File: config.mk
export PLATFORM = sky130hd
export DESIGN_NAME = band_threshold_row_reject_unit
export DESIGN_NICKNAME = d
export VERILOG_FILES = /design/src/rtl/btrr_pkg.sv /design/src/rtl/band_threshold_row_reject_unit.sv /design/src/rtl/btrr_row_accum.sv /design/src/rtl/btrr_out_buf.sv
export SDC_FILE = /design/constraint.sdc
export NUM_CORES = 1
export LEC_CHECK = 0
export BUFFER_PORTS_ARGS = -buffer_cell sky130_fd_sc_hd__buf_2
export CAP_MARGIN = 10
export CORE_ASPECT_RATIO = 1.5
export CORE_MARGIN = 2
export CORE_UTILIZATION = 25
export CTS_BUF_LIST = sky130_fd_sc_hd__clkbuf_2 sky130_fd_sc_hd__clkbuf_4 sky130_fd_sc_hd__clkbuf_8
export DETAILED_ROUTE_END_ITERATION = 12
export GPL_ROUTABILITY_DRIVEN = 1
export PLACE_DENSITY = 0.41
export SKIP_CTS_REPAIR_TIMING = 1
export SLEW_MARGIN = 20
export SYNTH_ARGS = -nofsm -noshare
export SYNTH_HDL_FRONTEND = slang
export SYNTH_SLANG_ARGS = --single-unit
File: constraint.sdc
create_clock -name clk -period 23.3 [get_ports clk]
set_clock_uncertainty 0.15 [all_clocks]
set_input_delay 2.33 -clock clk [delete_from_list [all_inputs] [get_ports clk]]
set_output_delay 2.33 -clock clk [all_outputs]
set_load 0.02 [all_outputs]
File: src/rtl/btrr_pkg.sv
package btrr_pkg;

  localparam int PIXEL_W    = 32;
  localparam int COUNT_W    = 7;
  localparam int TOTAL_W    = 32;
  localparam int MASK_W     = 64;
  localparam int CFG_ADDR_W = 2;
  localparam int CFG_DATA_W = 32;
  localparam int OUT_DATA_W = 168;

  localparam logic [CFG_ADDR_W-1:0] REG_LOWER_BOUND   = 2'd0;
  localparam logic [CFG_ADDR_W-1:0] REG_UPPER_BOUND   = 2'd1;
  localparam logic [CFG_ADDR_W-1:0] REG_ROW_WIDTH     = 2'd2;
  localparam logic [CFG_ADDR_W-1:0] REG_MIN_ROW_COUNT = 2'd3;

  localparam logic signed [PIXEL_W-1:0] LOWER_BOUND_RST   = 32'sd0;
  localparam logic signed [PIXEL_W-1:0] UPPER_BOUND_RST   = 32'sd65536;
  localparam logic [COUNT_W-1:0]        ROW_WIDTH_RST     = 7'd64;
  localparam logic [COUNT_W-1:0]        MIN_ROW_COUNT_RST = 7'd7;

  typedef struct packed {
    logic signed [PIXEL_W-1:0] lower_bound;
    logic signed [PIXEL_W-1:0] upper_bound;
    logic [COUNT_W-1:0]        row_width;
    logic [COUNT_W-1:0]        min_row_count;
  } cfg_t;

  typedef struct packed {
    logic [MASK_W-1:0]  row_mask;
    logic [COUNT_W-1:0] row_kept;
    logic               row_cleared;
    logic [TOTAL_W-1:0] total_in;
    logic [TOTAL_W-1:0] total_under;
    logic [TOTAL_W-1:0] total_over;
  } result_t;

endpackage

File: src/rtl/band_threshold_row_reject_unit.sv
// Band threshold with sparse-row rejection, one pixel per transfer.
// Input stream: in_tdata carries a signed Q16.16 pixel, in_tuser marks the
// first pixel of a frame and clears the frame totals and any partial row.
// Output stream: one transfer at the end of each row with the row mask, the
// kept count, the running saturating totals; out_tuser flags a sparse row.
// Config: cfg_wr_en/cfg_addr/cfg_wdata write lower bound, upper bound, row
// width and minimum row count; write only while the stream is idle.
// A row-ending pixel is held in the input register; its result is then
// registered in the result register, or in the skid entry while that waits.
// Throughput: one pixel per cycle while in_tready is high; the compare/count
// path sits between the input register and the result register.
// Stall: the result register has a one-entry skid behind it, so pixels keep
// flowing while a result waits; in_tready drops only when both hold a result.
// Reset (rst_n low, synchronous): registers go to defaults (0, 65536, 64, 7),
// row state and totals clear, both streams go empty.
module band_threshold_row_reject_unit #(
  parameter int MAX_ROW_WIDTH = 64
) (
  input  logic                                  clk,
  input  logic                                  rst_n,
  input  logic                                  in_tvalid,
  output logic                                  in_tready,
  input  logic [btrr_pkg::PIXEL_W-1:0]          in_tdata,   // pixel_value
  input  logic                                  in_tuser,   // frame_start
  output logic                                  out_tvalid,
  input  logic                                  out_tready,
  // row_mask, row_kept, total_in, total_under, total_over, zero pad
  output logic [btrr_pkg::OUT_DATA_W-1:0]       out_tdata,
  output logic                                  out_tuser,  // row_cleared
  input  logic                                  cfg_wr_en,
  input  logic [btrr_pkg::CFG_ADDR_W-1:0]       cfg_addr,
  input  logic [btrr_pkg::CFG_DATA_W-1:0]       cfg_wdata
);

  btrr_pkg::cfg_t                       cfg_r;
  logic                                 in_valid_r;
  logic signed [btrr_pkg::PIXEL_W-1:0]  pixel_r;
  logic                                 frame_start_r;
  logic                                 buf_full, advance, res_valid, out_valid;
  btrr_pkg::result_t                    res, out_res;

  always_ff @(posedge clk) begin
    if (!rst_n) begin
      cfg_r.lower_bound   <= btrr_pkg::LOWER_BOUND_RST;
      cfg_r.upper_bound   <= btrr_pkg::UPPER_BOUND_RST;
      cfg_r.row_width     <= btrr_pkg::ROW_WIDTH_RST;
      cfg_r.min_row_count <= btrr_pkg::MIN_ROW_COUNT_RST;
    end else if (cfg_wr_en) begin
      case (cfg_addr)
        btrr_pkg::REG_LOWER_BOUND:   cfg_r.lower_bound   <= cfg_wdata;
        btrr_pkg::REG_UPPER_BOUND:   cfg_r.upper_bound   <= cfg_wdata;
        btrr_pkg::REG_ROW_WIDTH:     cfg_r.row_width     <= cfg_wdata[btrr_pkg::COUNT_W-1:0];
        btrr_pkg::REG_MIN_ROW_COUNT: cfg_r.min_row_count <= cfg_wdata[btrr_pkg::COUNT_W-1:0];
        default: ;
      endcase
    end
  end

  assign advance   = in_valid_r && !buf_full;
  assign in_tready = !in_valid_r || !buf_full;

  always_ff @(posedge clk) begin
    if (!rst_n) begin
      in_valid_r <= 1'b0;
    end else if (in_tready) begin
      in_valid_r <= in_tvalid;
    end
  end

  always_ff @(posedge clk) begin
    if (in_tvalid && in_tready) begin
      pixel_r       <= in_tdata;
      frame_start_r <= in_tuser;
    end
  end

  btrr_row_accum #(
    .MAX_ROW_WIDTH(MAX_ROW_WIDTH)
  ) u_row_accum (
    .clk        (clk),
    .rst_n      (rst_n),
    .cfg        (cfg_r),
    .item_valid (advance),
    .pixel_value(pixel_r),
    .frame_start(frame_start_r),
    .res_valid  (res_valid),
    .res        (res)
  );

  btrr_out_buf u_out_buf (
    .clk      (clk),
    .rst_n    (rst_n),
    .push     (res_valid),
    .push_data(res),
    .full     (buf_full),
    .out_valid(out_valid),
    .out_data (out_res),
    .out_ready(out_tready)
  );

  assign out_tvalid = out_valid;
  assign out_tuser  = out_res.row_cleared;
  assign out_tdata  = {1'b0, out_res.total_over, out_res.total_under, out_res.total_in,
                       out_res.row_kept, out_res.row_mask};

endmodule

File: src/rtl/btrr_row_accum.sv
module btrr_row_accum #(
  parameter int MAX_ROW_WIDTH = 64
) (
  input  logic                                   clk,
  input  logic                                   rst_n,
  input  btrr_pkg::cfg_t                         cfg,
  input  logic                                   item_valid,
  input  logic signed [btrr_pkg::PIXEL_W-1:0]    pixel_value,
  input  logic                                   frame_start,
  output logic                                   res_valid,
  output btrr_pkg::result_t                      res
);

  localparam int CW = (MAX_ROW_WIDTH > 1) ? $clog2(MAX_ROW_WIDTH) : 1;
  localparam int HW = $clog2(MAX_ROW_WIDTH + 1);
  localparam logic [btrr_pkg::COUNT_W-1:0] WIDTH_MAX = btrr_pkg::COUNT_W'(MAX_ROW_WIDTH);

  logic [MAX_ROW_WIDTH-1:0]     mask_r, mask_nxt, mask_base, mask_upd;
  logic [CW-1:0]                col_r, col_nxt, col_base;
  logic [HW-1:0]                hits_r, hits_nxt, hits_base, hits_upd;
  logic [btrr_pkg::TOTAL_W-1:0] sum_in_r, sum_in_nxt, sum_in_base, sum_in_upd;
  logic [btrr_pkg::TOTAL_W-1:0] sum_under_r, sum_under_nxt, sum_under_base;
  logic [btrr_pkg::TOTAL_W-1:0] sum_over_r, sum_over_nxt, sum_over_base;
  logic [btrr_pkg::TOTAL_W:0]   sum_in_wide;
  logic [btrr_pkg::COUNT_W-1:0] eff_width, kept, hits_ext;
  logic                         above_lo, below_hi, in_band, row_end, cleared;

  always_comb begin
    // frame start drops any partial row and restarts the totals
    mask_base      = frame_start ? '0 : mask_r;
    col_base       = frame_start ? '0 : col_r;
    hits_base      = frame_start ? '0 : hits_r;
    sum_in_base    = frame_start ? '0 : sum_in_r;
    sum_under_base = frame_start ? '0 : sum_under_r;
    sum_over_base  = frame_start ? '0 : sum_over_r;

    above_lo = pixel_value > cfg.lower_bound;
    below_hi = pixel_value < cfg.upper_bound;
    in_band  = above_lo && below_hi;

    mask_upd = mask_base;
    if (in_band) begin
      mask_upd = mask_base | (MAX_ROW_WIDTH'(1) << col_base);
    end
    hits_upd = hits_base + HW'(in_band);
    hits_ext = btrr_pkg::COUNT_W'(hits_upd);

    if (cfg.row_width == '0) begin
      eff_width = btrr_pkg::COUNT_W'(1);
    end else if (cfg.row_width > WIDTH_MAX) begin
      eff_width = WIDTH_MAX;
    end else begin
      eff_width = cfg.row_width;
    end
    row_end = ({1'b0, btrr_pkg::COUNT_W'(col_base)} + 8'd1) >= {1'b0, eff_width};

    cleared = (hits_ext != '0) && (hits_ext < cfg.min_row_count);
    kept    = cleared ? '0 : hits_ext;

    sum_in_wide = {1'b0, sum_in_base} + (btrr_pkg::TOTAL_W + 1)'(kept);
    sum_in_upd  = sum_in_wide[btrr_pkg::TOTAL_W] ? '1 : sum_in_wide[btrr_pkg::TOTAL_W-1:0];

    sum_under_nxt = sum_under_base;
    if (!above_lo && !(&sum_under_base)) begin
      sum_under_nxt = sum_under_base + 32'd1;
    end
    sum_over_nxt = sum_over_base;
    if (above_lo && !below_hi && !(&sum_over_base)) begin
      sum_over_nxt = sum_over_base + 32'd1;
    end

    if (row_end) begin
      mask_nxt   = '0;
      col_nxt    = '0;
      hits_nxt   = '0;
      sum_in_nxt = sum_in_upd;
    end else begin
      mask_nxt   = mask_upd;
      col_nxt    = col_base + CW'(1);
      hits_nxt   = hits_upd;
      sum_in_nxt = sum_in_base;
    end

    res_valid       = item_valid && row_end;
    res.row_mask    = cleared ? '0 : btrr_pkg::MASK_W'(mask_upd);
    res.row_kept    = kept;
    res.row_cleared = cleared;
    res.total_in    = sum_in_upd;
    res.total_under = sum_under_nxt;
    res.total_over  = sum_over_nxt;
  end

  always_ff @(posedge clk) begin
    if (!rst_n) begin
      mask_r      <= '0;
      col_r       <= '0;
      hits_r      <= '0;
      sum_in_r    <= '0;
      sum_under_r <= '0;
      sum_over_r  <= '0;
    end else if (item_valid) begin
      mask_r      <= mask_nxt;
      col_r       <= col_nxt;
      hits_r      <= hits_nxt;
      sum_in_r    <= sum_in_nxt;
      sum_under_r <= sum_under_nxt;
      sum_over_r  <= sum_over_nxt;
    end
  end

endmodule

File: src/rtl/btrr_out_buf.sv
module btrr_out_buf (
  input  logic              clk,
  input  logic              rst_n,
  input  logic              push,
  input  btrr_pkg::result_t push_data,
  output logic              full,
  output logic              out_valid,
  output btrr_pkg::result_t out_data,
  input  logic              out_ready
);

  logic              out_valid_r, out_valid_nxt;
  logic              skid_valid_r, skid_valid_nxt;
  btrr_pkg::result_t out_data_r, out_data_nxt;
  btrr_pkg::result_t skid_data_r, skid_data_nxt;

  // push only arrives while the skid entry is free
  always_comb begin
    out_valid_nxt  = out_valid_r;
    out_data_nxt   = out_data_r;
    skid_valid_nxt = skid_valid_r;
    skid_data_nxt  = skid_data_r;
    if (!out_valid_r || out_ready) begin
      out_valid_nxt  = skid_valid_r || push;
      out_data_nxt   = skid_valid_r ? skid_data_r : push_data;
      skid_valid_nxt = 1'b0;
    end else if (push) begin
      skid_valid_nxt = 1'b1;
      skid_data_nxt  = push_data;
    end
  end

  always_ff @(posedge clk) begin
    if (!rst_n) begin
      out_valid_r  <= 1'b0;
      skid_valid_r <= 1'b0;
    end else begin
      out_valid_r  <= out_valid_nxt;
      skid_valid_r <= skid_valid_nxt;
    end
  end

  always_ff @(posedge clk) begin
    out_data_r  <= out_data_nxt;
    skid_data_r <= skid_data_nxt;
  end

  assign full      = skid_valid_r;
  assign out_valid = out_valid_r;
  assign out_data  = out_data_r;

endmodule

==> run_results.csv <==
group,metric,value,unit
outcome,outcome,"complete, no violations",
floorplanning,rows,155,
pwr,clkPwrFrac,0.471,
timing,grt_setup_unrepaired,"false",
floorplanning,io-pin-count,243,
pwr,ir_drop,0.0341,mV
timing,drv_slew,0,
cells_and_area,post-route-util,0.296,
yosys,yosysWarnings,0,
cells_and_area,drive_gt1_frac,0.175,
pwr,power_density,70.6,mW/mm²
min_path,min_path_type,"flip-flop to flip-flop",
yosys,synth.most_common_cell,"nand2_1",
clock_tree,path_clk_slew,0.07,ns
pwr,sequentialPowerShare,0.472,
global_route,track_usage,0.165,
cells_and_area,fill_cells,12427,
clock_tree,cts_sinks,623,
timing,period_minus_slack,8.87,ns
placement,gp_congestion,0.805,
critical_path,slowest_stage,"a21boi_1",
critical_path,worstPathMaxFanout,53,
critical_path,worstPathArrival,9.27,ns
pwr,intPower,0.00186,W
timing,tightest_slew,1.15,ns
floorplanning,design.core.area,0.119,mm²
placement,postPlaceCellArea,0.0328,mm²
floorplanning,start_util,0.252,
cells_and_area,stdcell_count,4876,
timing,max_clock_freq,113,MHz
floorplanning,chipHeight,428,µm
floorplanning,dieArea,0.123,mm²
yosys,synth_edf_count,369,
yosys,netlist_area,0.0300,mm²
timing,hold_viol,0,
routing,vias_per_cell,4.84,
global_route,antenna_found_initial,7,
critical_path,cp-start-kind,"flip-flop",
timing,finalSetupViolations,0,
pwr,swShare,0.253,
timing,fin_crit_sh,0.381,
floorplanning,die_w,287,µm
yosys,synth_nets,3175,
routing,num_vias,23597,
routing,wl_per_cell,21.0,µm
pwr,pwr-share-comb,0.057,
global_route,grt_pass1_wl,154000,µm
cells_and_area,stdcell_area,0.0352,mm²
yosys,ys_ff_latch,623,
global_route,grt_pass1_vias,23663,
pwr,power_switching,0.000630,W
critical_path,end_kind,"flip-flop",
timing,relSlewSlack,0.230,
yosys,synth_top_area_frac,0.370,
critical_path,cp.required,23.71,ns
yosys,synthTopCellsByArea,"edfxtp_1 (37%), dfxtp_1 (17%), nand2_1 (6.7%), ha_1 (3.8%), a21oi_1 (3.1%)",
yosys,seq_area_frac_synth,0.540,
run,cap_violations,0,
clock_tree,clk_latency,0.84,ns
pwr,leakage,12.9,nW
placement,post-place-cells,4671,
timing,fin_setup_tns,0,ns
cells_and_area,layout.nets,3374,
yosys,synth_cell_types,92,
global_route,grt_max_degree,101,
critical_path,critPathMaxStageDelay,0.91,ns
routing,drt_iter0_drc,1393,
clock_tree,cts.htree.levels,3,
yosys,synthArstFlopShare,0,
routing,firstDrtPassIters,5,
cells_and_area,syn2layout_area_growth,17.6,%
clock_tree,cts_inserted_buffers,106,
critical_path,timing.critical_path.mode_cell,"ha_1",
placement,port_buffers,241,
clock_tree,root_buffer,"clkbuf_8",
yosys,syn_inst,3010,
yosys,syn_area_per_cell,9.95,µm²
routing,ant_nets,0,
yosys,synth_ff_type,"edfxtp_1",
placement,hpwl,67900,µm
yosys,yosysTopAreaCell,"edfxtp_1",
critical_path,critPathKind,"flip-flop to flip-flop",
clock_tree,clockBufferDepth,3,
clock_tree,cts_tree,"done",
routing,wl,102000,µm
yosys,synth.top_cells.by_count,"nand2_1 (535), edfxtp_1 (369), dfxtp_1 (254), a21oi_1 (187), nor2_1 (174)",
global_route,gr-total-overflow,0,
routing,drc_errors,0,
pwr,power,0.00249,W
## sequential cells by signal (all words and copies together), names as in the netlist
| register | count |
|---|---|
| frame_start_r | 1 |
| u_row_accum.hits_r | 7 |
| pixel_r | 32 |
| u_row_accum.col_r | 6 |
| u_row_accum.mask_r | 64 |
| u_out_buf.out_valid | 1 |
| u_row_accum.sum_under_r | 32 |
| cfg_r | 78 |
| u_out_buf.skid_data_r | 168 |
| u_out_buf.out_data | 168 |
| in_valid_r | 1 |
| u_out_buf.full | 1 |
| u_row_accum.sum_over_r | 32 |
| u_row_accum.sum_in_r | 32 |
## kinds of logic after synthesis
kind of cell | Yosys count | share of synthesized area
flip-flops | 623 | 0.540
AO/OA/AOI/OAI | 661 | 0.145
AND/OR/NAND/NOR | 1196 | 0.191
XOR/XNOR | 68 | 0.0199
buffers and inverters | 298 | 0.0395
multiplexers | 69 | 0.0254
other | 1 | 0.000125
adder cells (fa/ha/maj) | 94 | 0.0394
## worst max-delay path: cells and delay by family (launching register included)
family / cells / cell delay, ns
AOI/OAI and AO/OA: 11 / 2.99
adders and majority gates: 5 / 1.53
buffers and inverters: 2 / 0.77
DFF: 1 / 0.39
muxes: 1 / 0.29
and+or+nand+nor: 9 / 2.44
## power by group through the flow
stage | registers, W | clock network (W) | logic (W)
detailed placement | 0.00120 | 0 | 0.000144
global route | 0.00118 | 0.00126 | 0.000156
global placement | 0.00120 | 0 | 0.000144
CTS | 0.00117 | 0.00122 | 0.000145
floorplan | 0.00120 | 0 | 0.0000827
finish | 0.00117 | 0.00117 | 0.000141
## per-stage QoR
stage	setup WS (ns)	hold slack (ns)
CTS	14.29	0.302
floorplan	5.47	0.276
global route	13.78	0.318
finish	14.43	0.302
detailed placement	14.33	0.292
global placement	14.55	0.285
## worst paths after layout
check                              start                     end  slack (ns)  cells after the start
setup / recovery             pixel_r[31]  u_out_buf.out_data[79]       14.43                     28
hold / removal    u_row_accum.mask_r[40]  u_row_accum.mask_r[40]        0.30                      2
setup reg to reg             pixel_r[31]  u_out_buf.out_data[79]       14.43                     28
hold reg to reg   u_row_accum.mask_r[40]  u_row_accum.mask_r[40]        0.30                      2
## metal layers
layer | GRT usage | wire length (µm) | up-vias
li1 | - | - | 11440
met1 | 0.195 | 42600 | 11519
met2 | 0.299 | 53300 | 497
met3 | 0.0267 | 3810 | 139
met4 | 0.0521 | 2630 | 2
met5 | 0 | 13 | -
## cell type report
type | instances | area (µm²) | share of cell area
antenna | 3 | 7.51 | 0.000213
clock buffer | 128 | 1650 | 0.0468
clock inverter | 74 | 796 | 0.0226
inverter | 102 | 393 | 0.0112
multi-input combinational | 2089 | 12700 | 0.360
sequential | 623 | 16200 | 0.459
tap | 1570 | 1960 | 0.0558
timing repair buffer | 287 | 1560 | 0.0444
## cells in the final DEF (no fill, tap or decap), types with 27 or more instances in the layout
master / n
nand2_1: 534
ha_1: 92
edfxtp_1: 369
inv_1: 99
nor2_1: 173
and2_1: 32
nor2b_1: 44
o21ai_0: 108
or3_1: 28
and3_1: 28
buf_4: 45
o211ai_1: 34
nand3_1: 116
nand4_1: 73
mux2_2: 56
nor3_1: 43
clkinv_1: 27
clkbuf_8: 110
xnor2_1: 46
buf_2: 241
dfxtp_1: 253
a21oi_1: 187
o21ai_1: 49
a31oi_1: 53
No activity file was read; power rests on OpenSTA's default activity.
